File: src/rtl/assert_macros.svh
// Assertion macros shared by the meter ballistics RTL.
// Every macro samples on the rising edge of clock and is disabled while reset is high.
`ifndef ASSERT_MACROS_SVH
`define ASSERT_MACROS_SVH

// A property that must hold at every clock edge.
`define SLMB_ASSERT(label, prop, msg) \
   label: assert property (@(posedge clock) disable iff (reset) (prop)) else $error(msg);

// An implication within the same clock edge.
`define SLMB_ASSERT_IMP(label, ante, cons, msg) \
   label: assert property (@(posedge clock) disable iff (reset) (ante) |-> (cons)) else $error(msg);

// An implication whose consequent is checked at the next clock edge.
`define SLMB_ASSERT_NEXT(label, ante, cons, msg) \
   label: assert property (@(posedge clock) disable iff (reset) (ante) |=> (cons)) else $error(msg);

`endif

File: src/rtl/slmb_pkg.sv
// Shared types and constants of the stereo level meter ballistics unit.
// Depends on nothing; the files that use it refer to it by scoped names.
`timescale 1ns / 1ps

package slmb_pkg;

   // Fixed field widths.
   localparam int DB_W        = 16;
   localparam int HEIGHT_W    = 17;
   localparam int COEFF_W     = 16;
   localparam int MAX_DB_W    = 13;
   localparam int CSR_INDEX_W = 3;
   localparam int CSR_DATA_W  = 16;
   localparam int MUL_B_W     = 20;
   localparam int ACC_W       = 34;

   // Arithmetic constants.
   localparam logic signed [DB_W-1:0] DB_FLOOR       = -16'sd25600;
   localparam logic signed [DB_W-1:0] DB_CEIL        = 16'sd32767;
   localparam logic signed [MUL_B_W-1:0] DB_PER_OCTAVE = 20'sd394566;
   localparam int                     DB_ROUND       = 1 << 23;
   localparam logic [HEIGHT_W-1:0]    FULL_SCALE     = 17'd65536;
   localparam logic [HEIGHT_W-1:0]    SNAP_LIMIT     = 17'd66;
   localparam logic [ACC_W-1:0]       ROUND_HALF     = 34'd32768;

   // Register reset values.
   localparam logic signed [DB_W-1:0] MIN_DB_RESET     = -16'sd17920;
   localparam logic [MAX_DB_W-1:0]    MAX_DB_RESET     = 13'd1536;
   localparam logic [COEFF_W-1:0]     NORM_SCALE_RESET = 16'd862;
   localparam logic [COEFF_W-1:0]     ATTACK_RESET     = 16'd45875;
   localparam logic [COEFF_W-1:0]     RELEASE_RESET    = 16'd62259;

   // Operation codes of an input item.
   typedef enum logic [1:0] {
      OP_LEVEL      = 2'd0,
      OP_TICK       = 2'd1,
      OP_PEAK_RESET = 2'd2,
      OP_BYPASS     = 2'd3
   } op_type;

   // Configuration register indexes.
   typedef enum logic [CSR_INDEX_W-1:0] {
      REG_MIN_DB     = 3'd0,
      REG_MAX_DB     = 3'd1,
      REG_NORM_SCALE = 3'd2,
      REG_ATTACK     = 3'd3,
      REG_RELEASE    = 3'd4
   } reg_index_type;

   // Operand pair fed to the shared multiplier.
   typedef enum logic [2:0] {
      MUL_DB     = 3'd0,
      MUL_NORM_L = 3'd1,
      MUL_NORM_R = 3'd2,
      MUL_OLD_L  = 3'd3,
      MUL_TGT_L  = 3'd4,
      MUL_OLD_R  = 3'd5,
      MUL_TGT_R  = 3'd6
   } mul_sel_type;

   // Sequencer states.
   typedef enum logic [4:0] {
      ST_IDLE,
      ST_LOG_L,
      ST_LOG_R,
      ST_MDB_R,
      ST_DB_L,
      ST_DB_R,
      ST_NRM_R,
      ST_NRM_L,
      ST_UPDATE,
      ST_SM_L1,
      ST_SM_L2,
      ST_SM_R1,
      ST_SM_R2,
      ST_SM_W1,
      ST_SM_W2,
      ST_MISC,
      ST_DONE
   } state_type;

   // Datapath controls driven by the sequencer.
   typedef struct packed {
      logic        log_load;
      logic        log_right;
      logic        mul_load;
      mul_sel_type mul_sel;
      logic        db_store_l;
      logic        db_store_r;
      logic        norm_store_l;
      logic        target_update;
      logic        acc_load;
      logic        shown_store_l;
      logic        shown_store_r;
      logic        misc_apply;
      logic        rsp_load;
   } ctrl_type;

endpackage

File: src/rtl/slmb_if.sv
// Channel interfaces of the meter ballistics unit: the request and the response item.
// Depends on slmb_pkg for the fixed field widths.
`timescale 1ns / 1ps

interface slmb_req_if #(
   parameter int LEVEL_BITS = 16
);
   logic                  valid;
   logic                  ready;
   logic [1:0]            operation;
   logic [LEVEL_BITS-1:0] left_level;
   logic [LEVEL_BITS-1:0] right_level;
   logic                  bypass_on;

   modport source (output valid, operation, left_level, right_level, bypass_on, input ready);
   modport sink   (input valid, operation, left_level, right_level, bypass_on, output ready);
endinterface

interface slmb_rsp_if;
   logic                                valid;
   logic                                ready;
   logic [slmb_pkg::HEIGHT_W-1:0]       left_display;
   logic [slmb_pkg::HEIGHT_W-1:0]       right_display;
   logic [slmb_pkg::HEIGHT_W-1:0]       peak_height;
   logic signed [slmb_pkg::DB_W-1:0]    peak_decibels;
   logic                                peak_over;

   modport source (output valid, left_display, right_display, peak_height, peak_decibels,
                   peak_over, input ready);
   modport sink   (input valid, left_display, right_display, peak_height, peak_decibels,
                   peak_over, output ready);
endinterface

File: src/rtl/slmb_log2.sv
// Table-based log2 of a linear magnitude: leading-one register stage, then table lookup.
// Depends on nothing but its parameters; the table is built at elaboration.
`timescale 1ns / 1ps

module slmb_log2 #(
   parameter int LEVEL_BITS      = 16,
   parameter int LOG_TABLE_DEPTH = 64
) (
   input  logic                                        clock,
   input  logic                                        load,
   input  logic [LEVEL_BITS-1:0]                       level,
   output logic signed [$clog2(LEVEL_BITS)+16:0]       log2_value
);

   localparam int FRAC_BITS = LEVEL_BITS - 2;
   localparam int E_W       = $clog2(LEVEL_BITS);
   localparam int MANT_W    = LEVEL_BITS - 1;
   localparam int IDX_W     = $clog2(LOG_TABLE_DEPTH);
   localparam int DEPTH_W   = $clog2(LOG_TABLE_DEPTH + 1);
   localparam int PROD_W    = MANT_W + DEPTH_W;

   // log2(1 + entry/depth) in Q0.16, truncated, by repeated squaring.
   function automatic logic [15:0] log_frac_entry(input int unsigned entry);
      logic [63:0] x;
      logic [15:0] r;
      x = ((64'(LOG_TABLE_DEPTH) + 64'(entry)) << 30) / LOG_TABLE_DEPTH;
      r = '0;
      for (int k = 0; k < 16; k++) begin
         x = (x * x) >> 30;
         r = {r[14:0], 1'b0};
         if (x >= (64'd2 << 30)) begin
            x    = x >> 1;
            r[0] = 1'b1;
         end
      end
      return r;
   endfunction

   logic [15:0]        log_tab [LOG_TABLE_DEPTH];
   logic [E_W-1:0]     lead;
   logic [E_W-1:0]     shift_amt;
   logic [MANT_W:0]    shifted;
   logic [E_W-1:0]     exp_ff;
   logic [E_W-1:0]     exp_in;
   logic [MANT_W-1:0]  mant_ff;
   logic [MANT_W-1:0]  mant_in;
   logic [PROD_W-1:0]  idx_prod;
   logic [DEPTH_W-1:0] idx_full;
   logic [IDX_W-1:0]   idx;
   logic signed [E_W:0] int_part;

   // Constant table of fractional log2 values.
   for (genvar gi = 0; gi < LOG_TABLE_DEPTH; gi++) begin : g_tab
      localparam logic [15:0] ENTRY = log_frac_entry(gi);
      assign log_tab[gi] = ENTRY;
   end

   // Leading-one position; the highest set bit wins.
   always_comb begin
      lead = '0;
      for (int b = 0; b < LEVEL_BITS; b++) begin
         if (level[b]) begin
            lead = E_W'(b);
         end
      end
   end

   // Left-justify the magnitude so the bits below the leading one form the mantissa.
   assign shift_amt = E_W'(MANT_W) - lead;
   assign shifted   = level << shift_amt;
   assign exp_in    = lead;
   assign mant_in   = shifted[MANT_W-1:0];

   always_ff @(posedge clock) begin
      if (load) begin
         exp_ff  <= exp_in;
         mant_ff <= mant_in;
      end
   end

   // Table index is the mantissa scaled to the table depth, then integer and fraction join.
   assign idx_prod   = PROD_W'(mant_ff) * PROD_W'(LOG_TABLE_DEPTH);
   assign idx_full   = idx_prod[PROD_W-1:MANT_W];
   assign idx        = idx_full[IDX_W-1:0];
   assign int_part   = $signed({1'b0, exp_ff}) - (E_W+1)'(FRAC_BITS);
   assign log2_value = {int_part, log_tab[idx]};

endmodule

File: src/rtl/slmb_mul.sv
// Shared signed multiplier with registered operands and registered product.
// Depends on slmb_pkg for the width of the second operand.
`timescale 1ns / 1ps

module slmb_mul #(
   parameter int A_W = 21
) (
   input  logic                                      clock,
   input  logic                                      load,
   input  logic signed [A_W-1:0]                     a,
   input  logic signed [slmb_pkg::MUL_B_W-1:0]       b,
   output logic signed [A_W+slmb_pkg::MUL_B_W-1:0]   product
);

   localparam int P_W = A_W + slmb_pkg::MUL_B_W;

   logic signed [A_W-1:0]              a_ff;
   logic signed [slmb_pkg::MUL_B_W-1:0] b_ff;
   logic signed [P_W-1:0]              p_ff;
   logic signed [P_W-1:0]              p_in;

   // Operands are captured on load; the product register then captures their product.
   assign p_in = a_ff * b_ff;

   always_ff @(posedge clock) begin
      if (load) begin
         a_ff <= a;
         b_ff <= b;
      end
      p_ff <= p_in;
   end

   assign product = p_ff;

endmodule

File: src/rtl/slmb_seq.sv
// Sequencer of the meter ballistics unit: steps the shared multiplier through an item.
// Depends on slmb_pkg for the state, operation and control types.
`timescale 1ns / 1ps

module slmb_seq (
   input  logic               clock,
   input  logic               reset,
   input  logic               start,
   input  slmb_pkg::op_type   op,
   input  logic               rsp_free,
   output logic               ready,
   output slmb_pkg::ctrl_type ctrl
);

   slmb_pkg::state_type state_ff;
   slmb_pkg::state_type state_in;

   // Next state.
   always_comb begin
      state_in = state_ff;
      unique case (state_ff)
         slmb_pkg::ST_IDLE: begin
            if (start) begin
               unique case (op)
                  slmb_pkg::OP_LEVEL:      state_in = slmb_pkg::ST_LOG_L;
                  slmb_pkg::OP_TICK:       state_in = slmb_pkg::ST_SM_L1;
                  slmb_pkg::OP_PEAK_RESET: state_in = slmb_pkg::ST_MISC;
                  slmb_pkg::OP_BYPASS:     state_in = slmb_pkg::ST_MISC;
                  default:                 state_in = slmb_pkg::ST_MISC;
               endcase
            end
         end
         slmb_pkg::ST_LOG_L:  state_in = slmb_pkg::ST_LOG_R;
         slmb_pkg::ST_LOG_R:  state_in = slmb_pkg::ST_MDB_R;
         slmb_pkg::ST_MDB_R:  state_in = slmb_pkg::ST_DB_L;
         slmb_pkg::ST_DB_L:   state_in = slmb_pkg::ST_DB_R;
         slmb_pkg::ST_DB_R:   state_in = slmb_pkg::ST_NRM_R;
         slmb_pkg::ST_NRM_R:  state_in = slmb_pkg::ST_NRM_L;
         slmb_pkg::ST_NRM_L:  state_in = slmb_pkg::ST_UPDATE;
         slmb_pkg::ST_UPDATE: state_in = slmb_pkg::ST_DONE;
         slmb_pkg::ST_SM_L1:  state_in = slmb_pkg::ST_SM_L2;
         slmb_pkg::ST_SM_L2:  state_in = slmb_pkg::ST_SM_R1;
         slmb_pkg::ST_SM_R1:  state_in = slmb_pkg::ST_SM_R2;
         slmb_pkg::ST_SM_R2:  state_in = slmb_pkg::ST_SM_W1;
         slmb_pkg::ST_SM_W1:  state_in = slmb_pkg::ST_SM_W2;
         slmb_pkg::ST_SM_W2:  state_in = slmb_pkg::ST_DONE;
         slmb_pkg::ST_MISC:   state_in = slmb_pkg::ST_DONE;
         slmb_pkg::ST_DONE: begin
            if (rsp_free) begin
               state_in = slmb_pkg::ST_IDLE;
            end
         end
         default: state_in = slmb_pkg::ST_IDLE;
      endcase
   end

   always_ff @(posedge clock) begin
      if (reset) begin
         state_ff <= slmb_pkg::ST_IDLE;
      end else begin
         state_ff <= state_in;
      end
   end

   // Controls per state. The multiplier registers the operands, then the product.
   always_comb begin
      ctrl  = '0;
      ready = 1'b0;
      unique case (state_ff)
         slmb_pkg::ST_IDLE: begin
            ready = 1'b1;
         end
         slmb_pkg::ST_LOG_L: begin
            ctrl.log_load = 1'b1;
         end
         slmb_pkg::ST_LOG_R: begin
            ctrl.log_load  = 1'b1;
            ctrl.log_right = 1'b1;
            ctrl.mul_load  = 1'b1;
            ctrl.mul_sel   = slmb_pkg::MUL_DB;
         end
         slmb_pkg::ST_MDB_R: begin
            ctrl.mul_load = 1'b1;
            ctrl.mul_sel  = slmb_pkg::MUL_DB;
         end
         slmb_pkg::ST_DB_L: begin
            ctrl.db_store_l = 1'b1;
         end
         slmb_pkg::ST_DB_R: begin
            ctrl.db_store_r = 1'b1;
            ctrl.mul_load   = 1'b1;
            ctrl.mul_sel    = slmb_pkg::MUL_NORM_L;
         end
         slmb_pkg::ST_NRM_R: begin
            ctrl.mul_load = 1'b1;
            ctrl.mul_sel  = slmb_pkg::MUL_NORM_R;
         end
         slmb_pkg::ST_NRM_L: begin
            ctrl.norm_store_l = 1'b1;
         end
         slmb_pkg::ST_UPDATE: begin
            ctrl.target_update = 1'b1;
         end
         slmb_pkg::ST_SM_L1: begin
            ctrl.mul_load = 1'b1;
            ctrl.mul_sel  = slmb_pkg::MUL_OLD_L;
         end
         slmb_pkg::ST_SM_L2: begin
            ctrl.mul_load = 1'b1;
            ctrl.mul_sel  = slmb_pkg::MUL_TGT_L;
         end
         slmb_pkg::ST_SM_R1: begin
            ctrl.mul_load = 1'b1;
            ctrl.mul_sel  = slmb_pkg::MUL_OLD_R;
            ctrl.acc_load = 1'b1;
         end
         slmb_pkg::ST_SM_R2: begin
            ctrl.mul_load      = 1'b1;
            ctrl.mul_sel       = slmb_pkg::MUL_TGT_R;
            ctrl.shown_store_l = 1'b1;
         end
         slmb_pkg::ST_SM_W1: begin
            ctrl.acc_load = 1'b1;
         end
         slmb_pkg::ST_SM_W2: begin
            ctrl.shown_store_r = 1'b1;
         end
         slmb_pkg::ST_MISC: begin
            ctrl.misc_apply = 1'b1;
         end
         slmb_pkg::ST_DONE: begin
            ctrl.rsp_load = rsp_free;
         end
         default: begin
            ready = 1'b0;
         end
      endcase
   end

endmodule

File: src/rtl/stereo_level_meter_ballistics_unit.sv
// Top level of the stereo level meter ballistics unit: registers, datapath and result stage.
// Depends on slmb_pkg, slmb_req_if, slmb_rsp_if, slmb_log2, slmb_mul, slmb_seq and
// assert_macros.svh.
`timescale 1ns / 1ps

// Stereo meter ballistics with peak hold. Each request item carries an operation: a level
// update converts both magnitudes to dB, sets the channel targets and raises the peak hold, a
// display tick smooths both shown levels toward their targets, a peak reset clears the hold,
// and a bypass with bypass_on set clears both targets. Every item returns exactly one
// response item with the state after the operation. The block takes one item at a time and
// drops ready from the accepting edge until the response is loaded into the output register;
// the next item can be accepted while that response still waits. Level updates and display
// ticks need more states than the other items, as they use the single shared multiplier,
// whose product is registered after its operands. Configuration registers are written via
// csr_write_enable, csr_index and csr_write_data; the user must write them only while the
// block is idle, which it does not enforce. Indexes beyond the last register are ignored.

`include "assert_macros.svh"

module stereo_level_meter_ballistics_unit #(
   parameter int LEVEL_BITS      = 16,
   parameter int LOG_TABLE_DEPTH = 64
) (
   input  logic                                    clock,
   input  logic                                    reset,
   slmb_req_if.sink                                req_chan,
   slmb_rsp_if.source                              rsp_chan,
   input  logic                                    csr_write_enable,
   input  logic [slmb_pkg::CSR_INDEX_W-1:0]        csr_index,
   input  logic [slmb_pkg::CSR_DATA_W-1:0]         csr_write_data
);

   localparam int L2_W  = $clog2(LEVEL_BITS) + 17;
   localparam int A_W   = (L2_W > 18) ? L2_W : 18;
   localparam int P_W   = A_W + slmb_pkg::MUL_B_W;
   localparam int DB_W  = slmb_pkg::DB_W;
   localparam int H_W   = slmb_pkg::HEIGHT_W;
   localparam int C_W   = slmb_pkg::COEFF_W;
   localparam int ACC_W = slmb_pkg::ACC_W;

   // Rounded and clamped dB from the log2 product; a zero magnitude reads as the floor.
   function automatic logic signed [DB_W-1:0] db_from_product(
      input logic signed [P_W-1:0] prod,
      input logic                  is_zero
   );
      logic signed [P_W-1:0] q;
      q = (prod + P_W'(slmb_pkg::DB_ROUND)) >>> 24;
      priority if (is_zero || (q < P_W'(slmb_pkg::DB_FLOOR))) begin
         return slmb_pkg::DB_FLOOR;
      end else if (q > P_W'(slmb_pkg::DB_CEIL)) begin
         return slmb_pkg::DB_CEIL;
      end else begin
         return q[DB_W-1:0];
      end
   endfunction

   // Height in Q1.16 from dB; the span bottom is tested before the top.
   function automatic logic [H_W-1:0] normalize(
      input logic signed [DB_W-1:0]            db,
      input logic signed [DB_W-1:0]            lo,
      input logic [slmb_pkg::MAX_DB_W-1:0]     hi,
      input logic [31:0]                       prod
   );
      logic [23:0] v;
      v = prod[31:8];
      priority if (db <= lo) begin
         return '0;
      end else if (db >= $signed({3'b000, hi})) begin
         return slmb_pkg::FULL_SCALE;
      end else if (v > 24'(slmb_pkg::FULL_SCALE)) begin
         return slmb_pkg::FULL_SCALE;
      end else begin
         return v[H_W-1:0];
      end
   endfunction

   // Final smoothing step: drop the fraction, clamp to full scale, snap tiny levels to zero.
   function automatic logic [H_W-1:0] smooth_finish(input logic [ACC_W-1:0] sum);
      logic [ACC_W-17:0] v;
      v = sum[ACC_W-1:16];
      priority if (v > (ACC_W-16)'(slmb_pkg::FULL_SCALE)) begin
         return slmb_pkg::FULL_SCALE;
      end else if (v < (ACC_W-16)'(slmb_pkg::SNAP_LIMIT)) begin
         return '0;
      end else begin
         return v[H_W-1:0];
      end
   endfunction

   // Configuration registers.
   logic signed [DB_W-1:0]              min_db_ff;
   logic signed [DB_W-1:0]              min_db_in;
   logic [slmb_pkg::MAX_DB_W-1:0]       max_db_ff;
   logic [slmb_pkg::MAX_DB_W-1:0]       max_db_in;
   logic [C_W-1:0]                      norm_scale_ff;
   logic [C_W-1:0]                      norm_scale_in;
   logic [C_W-1:0]                      attack_ff;
   logic [C_W-1:0]                      attack_in;
   logic [C_W-1:0]                      release_ff;
   logic [C_W-1:0]                      release_in;

   // Meter state.
   logic [H_W-1:0]                      target_left_ff;
   logic [H_W-1:0]                      target_left_in;
   logic [H_W-1:0]                      target_right_ff;
   logic [H_W-1:0]                      target_right_in;
   logic [H_W-1:0]                      shown_left_ff;
   logic [H_W-1:0]                      shown_left_in;
   logic [H_W-1:0]                      shown_right_ff;
   logic [H_W-1:0]                      shown_right_in;
   logic [H_W-1:0]                      held_height_ff;
   logic [H_W-1:0]                      held_height_in;
   logic signed [DB_W-1:0]              held_db_ff;
   logic signed [DB_W-1:0]              held_db_in;

   // Item and working registers.
   slmb_pkg::op_type                    item_op_ff;
   logic [LEVEL_BITS-1:0]               item_left_ff;
   logic [LEVEL_BITS-1:0]               item_right_ff;
   logic                                item_bypass_ff;
   logic signed [DB_W-1:0]              db_left_ff;
   logic signed [DB_W-1:0]              db_right_ff;
   logic [H_W-1:0]                      norm_left_ff;
   logic [ACC_W-1:0]                    acc_ff;
   logic [ACC_W-1:0]                    acc_in;

   // Result stage.
   logic                                rsp_valid_ff;
   logic                                rsp_valid_in;
   logic [H_W-1:0]                      rsp_left_ff;
   logic [H_W-1:0]                      rsp_right_ff;
   logic [H_W-1:0]                      rsp_height_ff;
   logic signed [DB_W-1:0]              rsp_db_ff;
   logic                                rsp_over_ff;

   // Control and datapath wires.
   slmb_pkg::ctrl_type                  ctrl;
   logic                                seq_ready;
   logic                                accept;
   logic                                rsp_free;
   logic [LEVEL_BITS-1:0]               log_level;
   logic signed [L2_W-1:0]              l2_value;
   logic signed [A_W-1:0]               mul_a;
   logic signed [slmb_pkg::MUL_B_W-1:0] mul_b;
   logic signed [P_W-1:0]               product;
   logic [C_W-1:0]                      coeff_left;
   logic [C_W-1:0]                      coeff_right;
   logic [H_W-1:0]                      inv_left;
   logic [H_W-1:0]                      inv_right;
   logic signed [DB_W:0]                diff_left;
   logic signed [DB_W:0]                diff_right;
   logic [H_W-1:0]                      norm_right;
   logic [H_W-1:0]                      norm_high;
   logic signed [DB_W-1:0]              db_high;
   logic [ACC_W-1:0]                    smooth_sum;
   logic                                heights_ok;
   logic                                target_write;

   assign accept         = req_chan.valid && seq_ready;
   assign req_chan.ready = seq_ready;
   assign rsp_free       = !rsp_valid_ff || rsp_chan.ready;

   slmb_seq u_seq (
      .clock    (clock),
      .reset    (reset),
      .start    (accept),
      .op       (slmb_pkg::op_type'(req_chan.operation)),
      .rsp_free (rsp_free),
      .ready    (seq_ready),
      .ctrl     (ctrl)
   );

   // Log2 of one channel at a time.
   assign log_level = ctrl.log_right ? item_right_ff : item_left_ff;

   slmb_log2 #(
      .LEVEL_BITS      (LEVEL_BITS),
      .LOG_TABLE_DEPTH (LOG_TABLE_DEPTH)
   ) u_log2 (
      .clock      (clock),
      .load       (ctrl.log_load),
      .level      (log_level),
      .log2_value (l2_value)
   );

   // Smoothing weights: attack when the target lies above the shown level.
   assign coeff_left  = (target_left_ff > shown_left_ff) ? attack_ff : release_ff;
   assign coeff_right = (target_right_ff > shown_right_ff) ? attack_ff : release_ff;
   assign inv_left    = slmb_pkg::FULL_SCALE - {1'b0, coeff_left};
   assign inv_right   = slmb_pkg::FULL_SCALE - {1'b0, coeff_right};
   assign diff_left   = (DB_W+1)'(db_left_ff) - (DB_W+1)'(min_db_ff);
   assign diff_right  = (DB_W+1)'(db_right_ff) - (DB_W+1)'(min_db_ff);

   // Operand selection for the shared multiplier.
   always_comb begin
      mul_a = '0;
      mul_b = '0;
      unique case (ctrl.mul_sel)
         slmb_pkg::MUL_DB: begin
            mul_a = A_W'(l2_value);
            mul_b = slmb_pkg::DB_PER_OCTAVE;
         end
         slmb_pkg::MUL_NORM_L: begin
            mul_a = A_W'(diff_left);
            mul_b = $signed({4'b0000, norm_scale_ff});
         end
         slmb_pkg::MUL_NORM_R: begin
            mul_a = A_W'(diff_right);
            mul_b = $signed({4'b0000, norm_scale_ff});
         end
         slmb_pkg::MUL_OLD_L: begin
            mul_a = A_W'($signed({1'b0, shown_left_ff}));
            mul_b = $signed({4'b0000, coeff_left});
         end
         slmb_pkg::MUL_TGT_L: begin
            mul_a = A_W'($signed({1'b0, target_left_ff}));
            mul_b = $signed({3'b000, inv_left});
         end
         slmb_pkg::MUL_OLD_R: begin
            mul_a = A_W'($signed({1'b0, shown_right_ff}));
            mul_b = $signed({4'b0000, coeff_right});
         end
         slmb_pkg::MUL_TGT_R: begin
            mul_a = A_W'($signed({1'b0, target_right_ff}));
            mul_b = $signed({3'b000, inv_right});
         end
         default: begin
            mul_a = '0;
            mul_b = '0;
         end
      endcase
   end

   slmb_mul #(
      .A_W (A_W)
   ) u_mul (
      .clock   (clock),
      .load    (ctrl.mul_load),
      .a       (mul_a),
      .b       (mul_b),
      .product (product)
   );

   // Level update results: right normalization arrives last, then peak hold decides.
   assign norm_right = normalize(db_right_ff, min_db_ff, max_db_ff, product[31:0]);
   assign norm_high  = (norm_left_ff > norm_right) ? norm_left_ff : norm_right;
   assign db_high    = (db_left_ff > db_right_ff) ? db_left_ff : db_right_ff;

   // Smoothing accumulator: first product plus rounding, then the second product.
   assign acc_in     = product[ACC_W-1:0] + slmb_pkg::ROUND_HALF;
   assign smooth_sum = acc_ff + product[ACC_W-1:0];

   // Configuration writes.
   always_comb begin
      min_db_in     = min_db_ff;
      max_db_in     = max_db_ff;
      norm_scale_in = norm_scale_ff;
      attack_in     = attack_ff;
      release_in    = release_ff;
      if (csr_write_enable) begin
         unique case (csr_index)
            slmb_pkg::REG_MIN_DB:     min_db_in     = csr_write_data;
            slmb_pkg::REG_MAX_DB:     max_db_in     = csr_write_data[slmb_pkg::MAX_DB_W-1:0];
            slmb_pkg::REG_NORM_SCALE: norm_scale_in = csr_write_data;
            slmb_pkg::REG_ATTACK:     attack_in     = csr_write_data;
            slmb_pkg::REG_RELEASE:    release_in    = csr_write_data;
            default:                  min_db_in     = min_db_ff;
         endcase
      end
   end

   // Meter state updates.
   always_comb begin
      target_left_in  = target_left_ff;
      target_right_in = target_right_ff;
      shown_left_in   = shown_left_ff;
      shown_right_in  = shown_right_ff;
      held_height_in  = held_height_ff;
      held_db_in      = held_db_ff;
      if (ctrl.target_update) begin
         target_left_in  = norm_left_ff;
         target_right_in = norm_right;
         if (norm_high > held_height_ff) begin
            held_height_in = norm_high;
            held_db_in     = db_high;
         end
      end
      if (ctrl.shown_store_l) begin
         shown_left_in = smooth_finish(smooth_sum);
      end
      if (ctrl.shown_store_r) begin
         shown_right_in = smooth_finish(smooth_sum);
      end
      if (ctrl.misc_apply) begin
         if (item_op_ff == slmb_pkg::OP_PEAK_RESET) begin
            held_height_in = '0;
            held_db_in     = min_db_ff;
         end else if (item_bypass_ff) begin
            target_left_in  = '0;
            target_right_in = '0;
         end
      end
   end

   // Result stage handshake.
   always_comb begin
      rsp_valid_in = rsp_valid_ff;
      if (ctrl.rsp_load) begin
         rsp_valid_in = 1'b1;
      end else if (rsp_chan.ready) begin
         rsp_valid_in = 1'b0;
      end
   end

   // Control and state registers.
   always_ff @(posedge clock) begin
      if (reset) begin
         min_db_ff       <= slmb_pkg::MIN_DB_RESET;
         max_db_ff       <= slmb_pkg::MAX_DB_RESET;
         norm_scale_ff   <= slmb_pkg::NORM_SCALE_RESET;
         attack_ff       <= slmb_pkg::ATTACK_RESET;
         release_ff      <= slmb_pkg::RELEASE_RESET;
         target_left_ff  <= '0;
         target_right_ff <= '0;
         shown_left_ff   <= '0;
         shown_right_ff  <= '0;
         held_height_ff  <= '0;
         held_db_ff      <= slmb_pkg::MIN_DB_RESET;
         rsp_valid_ff    <= 1'b0;
      end else begin
         min_db_ff       <= min_db_in;
         max_db_ff       <= max_db_in;
         norm_scale_ff   <= norm_scale_in;
         attack_ff       <= attack_in;
         release_ff      <= release_in;
         target_left_ff  <= target_left_in;
         target_right_ff <= target_right_in;
         shown_left_ff   <= shown_left_in;
         shown_right_ff  <= shown_right_in;
         held_height_ff  <= held_height_in;
         held_db_ff      <= held_db_in;
         rsp_valid_ff    <= rsp_valid_in;
      end
   end

   // Item and working registers.
   always_ff @(posedge clock) begin
      if (accept) begin
         item_op_ff     <= slmb_pkg::op_type'(req_chan.operation);
         item_left_ff   <= req_chan.left_level;
         item_right_ff  <= req_chan.right_level;
         item_bypass_ff <= req_chan.bypass_on;
      end
      if (ctrl.db_store_l) begin
         db_left_ff <= db_from_product(product, item_left_ff == '0);
      end
      if (ctrl.db_store_r) begin
         db_right_ff <= db_from_product(product, item_right_ff == '0);
      end
      if (ctrl.norm_store_l) begin
         norm_left_ff <= normalize(db_left_ff, min_db_ff, max_db_ff, product[31:0]);
      end
      if (ctrl.acc_load) begin
         acc_ff <= acc_in;
      end
      if (ctrl.rsp_load) begin
         rsp_left_ff   <= shown_left_ff;
         rsp_right_ff  <= shown_right_ff;
         rsp_height_ff <= held_height_ff;
         rsp_db_ff     <= held_db_ff;
         rsp_over_ff   <= !held_db_ff[DB_W-1];
      end
   end

   assign rsp_chan.valid         = rsp_valid_ff;
   assign rsp_chan.left_display  = rsp_left_ff;
   assign rsp_chan.right_display = rsp_right_ff;
   assign rsp_chan.peak_height   = rsp_height_ff;
   assign rsp_chan.peak_decibels = rsp_db_ff;
   assign rsp_chan.peak_over     = rsp_over_ff;

   // Terms watched by the assertions below.
   assign heights_ok   = (shown_left_ff <= slmb_pkg::FULL_SCALE)
                         && (shown_right_ff <= slmb_pkg::FULL_SCALE)
                         && (held_height_ff <= slmb_pkg::FULL_SCALE);
   assign target_write = ctrl.target_update || ctrl.misc_apply;

   // Heights never leave the Q1.16 full-scale range.
   `SLMB_ASSERT(a_height_range, heights_ok, "meter height above full scale")
   // Targets move only on a level update or a bypass.
   `SLMB_ASSERT_NEXT(a_target_source, !target_write, $stable(target_left_ff), "stray target change")
   // An accepted item keeps the block busy on the following cycle.
   `SLMB_ASSERT_NEXT(a_busy_after_accept, accept, !seq_ready, "ready right after an accept")

endmodule

File: src/flat_wrapper.sv
// flat-port wrapper written by rule: the top's interface ports become plain ports
module stereo_level_meter_ballistics_unit_flat 
#(
   parameter int LEVEL_BITS      = 16,
   parameter int LOG_TABLE_DEPTH = 64
)
  (clock, reset, csr_write_enable, csr_index, csr_write_data, req_chan_valid, req_chan_operation, req_chan_left_level, req_chan_right_level, req_chan_bypass_on, req_chan_ready, rsp_chan_valid, rsp_chan_left_display, rsp_chan_right_display, rsp_chan_peak_height, rsp_chan_peak_decibels, rsp_chan_peak_over, rsp_chan_ready);
  slmb_req_if #(.LEVEL_BITS(LEVEL_BITS)) req_chan_i ();
  slmb_rsp_if rsp_chan_i ();
  input  logic clock;
  input  logic reset;
  input  logic csr_write_enable;
  input  logic [slmb_pkg::CSR_INDEX_W-1:0] csr_index;
  input  logic [slmb_pkg::CSR_DATA_W-1:0] csr_write_data;
  input wire logic [$bits(req_chan_i.valid)-1:0] req_chan_valid;
  input wire logic [$bits(req_chan_i.operation)-1:0] req_chan_operation;
  input wire logic [$bits(req_chan_i.left_level)-1:0] req_chan_left_level;
  input wire logic [$bits(req_chan_i.right_level)-1:0] req_chan_right_level;
  input wire logic [$bits(req_chan_i.bypass_on)-1:0] req_chan_bypass_on;
  output wire logic [$bits(req_chan_i.ready)-1:0] req_chan_ready;
  output wire logic [$bits(rsp_chan_i.valid)-1:0] rsp_chan_valid;
  output wire logic [$bits(rsp_chan_i.left_display)-1:0] rsp_chan_left_display;
  output wire logic [$bits(rsp_chan_i.right_display)-1:0] rsp_chan_right_display;
  output wire logic [$bits(rsp_chan_i.peak_height)-1:0] rsp_chan_peak_height;
  output wire logic [$bits(rsp_chan_i.peak_decibels)-1:0] rsp_chan_peak_decibels;
  output wire logic [$bits(rsp_chan_i.peak_over)-1:0] rsp_chan_peak_over;
  input wire logic [$bits(rsp_chan_i.ready)-1:0] rsp_chan_ready;
  assign req_chan_i.valid = req_chan_valid;
  assign req_chan_i.operation = req_chan_operation;
  assign req_chan_i.left_level = req_chan_left_level;
  assign req_chan_i.right_level = req_chan_right_level;
  assign req_chan_i.bypass_on = req_chan_bypass_on;
  assign req_chan_ready = req_chan_i.ready;
  assign rsp_chan_valid = rsp_chan_i.valid;
  assign rsp_chan_left_display = rsp_chan_i.left_display;
  assign rsp_chan_right_display = rsp_chan_i.right_display;
  assign rsp_chan_peak_height = rsp_chan_i.peak_height;
  assign rsp_chan_peak_decibels = rsp_chan_i.peak_decibels;
  assign rsp_chan_peak_over = rsp_chan_i.peak_over;
  assign rsp_chan_i.ready = rsp_chan_ready;
  stereo_level_meter_ballistics_unit #(.LEVEL_BITS(LEVEL_BITS), .LOG_TABLE_DEPTH(LOG_TABLE_DEPTH)) u_core (.clock(clock), .reset(reset), .req_chan(req_chan_i), .rsp_chan(rsp_chan_i), .csr_write_enable(csr_write_enable), .csr_index(csr_index), .csr_write_data(csr_write_data));
endmodule
File: config.mk
export PLATFORM = sky130hd
export DESIGN_NAME = stereo_level_meter_ballistics_unit_flat
export DESIGN_NICKNAME = d
export VERILOG_FILES = /design/src/rtl/slmb_pkg.sv /design/src/rtl/slmb_if.sv /design/src/rtl/slmb_log2.sv /design/src/rtl/slmb_mul.sv /design/src/rtl/slmb_seq.sv /design/src/rtl/stereo_level_meter_ballistics_unit.sv /design/src/flat_wrapper.sv
export VERILOG_INCLUDE_DIRS = /design/src /design/src/rtl
export SDC_FILE = /design/constraint.sdc
export NUM_CORES = 2
export LEC_CHECK = 0
export BUFFER_PORTS_ARGS = -buffer_cell sky130_fd_sc_hd__clkbuf_2
export CAP_MARGIN = 0
export CORE_AREA = 2 2 307 309
export DETAILED_ROUTE_END_ITERATION = 7
export DIE_AREA = 0 0 309 311
export SLEW_MARGIN = 20
export SYNTH_ARGS = -nofsm -noshare
export SYNTH_HDL_FRONTEND = slang
export SYNTH_SLANG_ARGS = --single-unit
File: constraint.sdc
create_clock -name clock -period 7.1 [get_ports clock]
set_input_delay 0.71 -clock clock [delete_from_list [all_inputs] [get_ports clock]]
set_output_delay 0.71 -clock clock [all_outputs]
set_load 0.05 [all_outputs]
==> flow_summary.toml <==
[setup_path]
path_delay_family = "adder cells"
timing.rr.end = "u_core.u_mul.product[40]"
path_class = "reg -> reg"
r2r-start = "u_core.u_mul.b_ff[3]"
path_max_fanout = 21
crit_path_max_incr_delay_ns = 0.57
cp_cell_sequence = "buf_12 -> and2_1 -> fa_2 -> buf_4 -> fa_1 -> fa_2 -> buf_4 -> fa_1 -> inv_1 -> fa_1 -> fa_1 -> inv_1 -> fa_1 -> ha_2 -> nand4_1 -> buf_4 -> nor3b_2 -> a21oi_2 -> a311o_1 -> mux2i_1 -> a2111oi_1"
crit_required_ns = 7.59
path_common_cell = "fa_1"
critPathCaptureType = "flip-flop"
critPathBufInv = 6
crit_arrival_ns = 7.34
slowest_stage = "fa_1"
cp-start-kind = "flip-flop"
r2r_cells = 21
r2r_setup_slack_ns = 0.25

[cells_and_area]
layout_common_cells = "nand2_1, inv_1, fa_1"
nFillCells = 8774
layout_commonest_cell = "nand2_1"
utilization_pct = 49.74
drive_above_1_share_pct = 9.914
finalInstanceArea_um2 = 46140
register_area_um2 = 11560
area_delta_synth_final_pct = 11.61
multi_input_area_um2 = 27030
antenna_cells = 0
fin_nets = 5384

[cts]
clkSinkCount = 460
hold_buffers = 0
cts_buffer_depth = 3
cts_inserted_buffers = 52
htree_levels = 2
clk_pin_slew_ns = 0.07
cts_tree = "built"
clk_latency_ns = 0.62
root_buffer = "clkbuf_16"

[yosys]
yosysWarnings = 0
synth-edff-count = 235
netlist_area_um2 = 41340
synthDistinctLibCells = 94
syn_inst = 4474
synth-async-reset-ratio_pct = 0
ys_ff_latch = 460
synth_nets = 5251
synth_seq_area_share_pct = 27.97
postSynthAreaPerCell_um2 = 9.240
synth_flop_cell = "edfxtp_1"

[placed_design]
hpwl_um = 98540
port-buffer-count = 128
place.gp.congestion = 0.9297
placed_area_um2 = 44060

[worst_hold_path]
holdCritStartpoint = "req_chan_left_level[5]"
min_path_type = "in -> reg"
worstHoldEndpoint = "u_core.item_left_ff[5]"
min_path_cells = 1

[routing]
drc = 0
wl_per_cell_um = 21.23
via_per_inst = 5.619
drt-initial-drc-count = 2855
routed_wl_um = 125300
vias = 33170
final_antenna_net_count = 0
drt_pre_antenna_iters = 6

[sta]
rsz0062_at_grt = "yes"
finalCritPeriodShare_pct = 96.42
slew_headroom_pct = 29.48
hold_violations = 0
drv_slew = 0
tns_ns = 0
worst_pin_slew_ns = 1.047
period_needed_ns = 6.846
max_freq_ghz = 0.1461
setup_violations = 0
final.setup_skew_ns = 0.02870

[grt]
grt_pass1_vias = 32770
grt_overflow = 0
grtUsageTotal_pct = 26.16
antenna_found_initial = 4
grt_max_degree = 86
grt_pass1_wl_um = 195500

[floorplanning]
ioPinCount = 129
die_y_um = 311
die_area_um2 = 96100
start_util_pct = 44.56
dieWidth_um = 309
rows = 112
core_um2 = 92770

[status]
status = "completed"

[run]
maxCapViolCount = 0
## state kept, by name, indices dropped and copies added, names as in the netlist, 18 cells and up
register,cells
u_core.u_mul.product,41
u_core.acc_ff,34
u_core.u_mul.b_ff,18
u_core.u_mul.a_ff,21
## per-layer routing
layer	vias up	global-route usage, %	wire length [µm]
met1	16470	36.53	55080
met5	-	0	40
met4	6	7.381	3884
li1	15450	-	-
met2	1052	42.33	58650
met3	193	3.644	7674
## synthesized netlist by cell type (26+ instances only)
cell        n  area [µm²]
nand2_1   625        2346
inv_1     546        2049
fa_1      417        8348
a21oi_1   326        1632
ha_1      301        3766
edfxtp_1  235        7057
dfxtp_1   225        4504
and2_1    193        1207
clkbuf_1  174       653.1
nor2_1    155       581.8
o21ai_0   153       765.7
nand3_1    87       435.4
xnor2_1    84       735.7
mux2i_1    76       760.7
a21o_1     67       503.0
nor3_1     54       270.3
xor2_1     49       429.2
and3_1     46       287.8
o21a_1     45       337.8
nand3b_1   39       292.8
nand4_1    37       231.5
a22oi_1    34       255.2
a211oi_1   32       240.2
nand2b_1   30       187.7
o22ai_1    26       162.7
## worst register-to-register path: stages, from the launching register on
cell	delay (ns)
edfxtp_1	0.41
buf_12	0.18
and2_1	0.19
fa_2	0.50
buf_4	0.18
fa_1	0.57
fa_2	0.45
buf_4	0.22
fa_1	0.52
inv_1	0.05
fa_1	0.48
fa_1	0.54
inv_1	0.07
fa_1	0.47
ha_2	0.39
nand4_1	0.20
buf_4	0.21
nor3b_2	0.17
a21oi_2	0.08
a311o_1	0.41
mux2i_1	0.13
a2111oi_1	0.31
## what timing repair did
item / 4_1_cts / 5_1_grt
buffers inserted: 0 / 13
endpoints found under the setup margin: 0 / 28
gates resized for setup: 0 / 30
## worst max-delay path by stage
stage                     cells past startpoint  slack, ns                  endpoint             startpoint
final                                        21       0.25  u_core.u_mul.product[40]   u_core.u_mul.b_ff[3]
after global routing                         22      -0.01  u_core.u_mul.product[40]   u_core.u_mul.b_ff[2]
after CTS                                    22       0.03  u_core.u_mul.product[37]  u_core.u_mul.a_ff[15]
after detailed placement                     22       0.04  u_core.u_mul.product[37]  u_core.u_mul.a_ff[15]
after global placement                       22       0.15  u_core.u_mul.product[39]  u_core.u_mul.a_ff[15]
after floorplan                              22       0.26  u_core.u_mul.product[40]  u_core.u_mul.a_ff[10]
## metrics by stage
stage               hold slack (ns)  instances  setup slack, ns
floorplan                    0.3995       4474           0.2646
CTS                          0.2540       5891          0.03186
finish                       0.2849       5904           0.2545
global placement             0.4198       5794           0.1454
global route                 0.2677       5904         -0.01500
detailed placement           0.4188       5794          0.04261
## cell type report
cell class / count / share of cell area [%]
Multi-Input combinational cell: 3253 / 58.59
Timing Repair Buffer: 291 / 4.520
Clock inverter: 30 / 0.7810
Sequential cell: 460 / 25.06
Tap cell: 1254 / 3.400
Inverter: 549 / 4.466
Clock buffer: 67 / 3.189
## cell families (layout without fill, tap and decap cells)
| family | Yosys count | after routing | share of synthesized area (%) |
|---|---|---|---|
| adders and majority gates | 718 | 718 | 29.30 |
| muxes | 95 | 95 | 2.467 |
| DFF | 460 | 460 | 27.97 |
| AOI/OAI and AO/OA | 918 | 918 | 14.17 |
| xor gates and xnor gates | 133 | 133 | 2.818 |
| and+or+nand+nor | 1389 | 1389 | 16.23 |
| buffers and inverters | 761 | 937 | 7.046 |
Power is not shown: default switching activity piles up to over one toggle a cycle in this logic, so the estimate is an artifact.
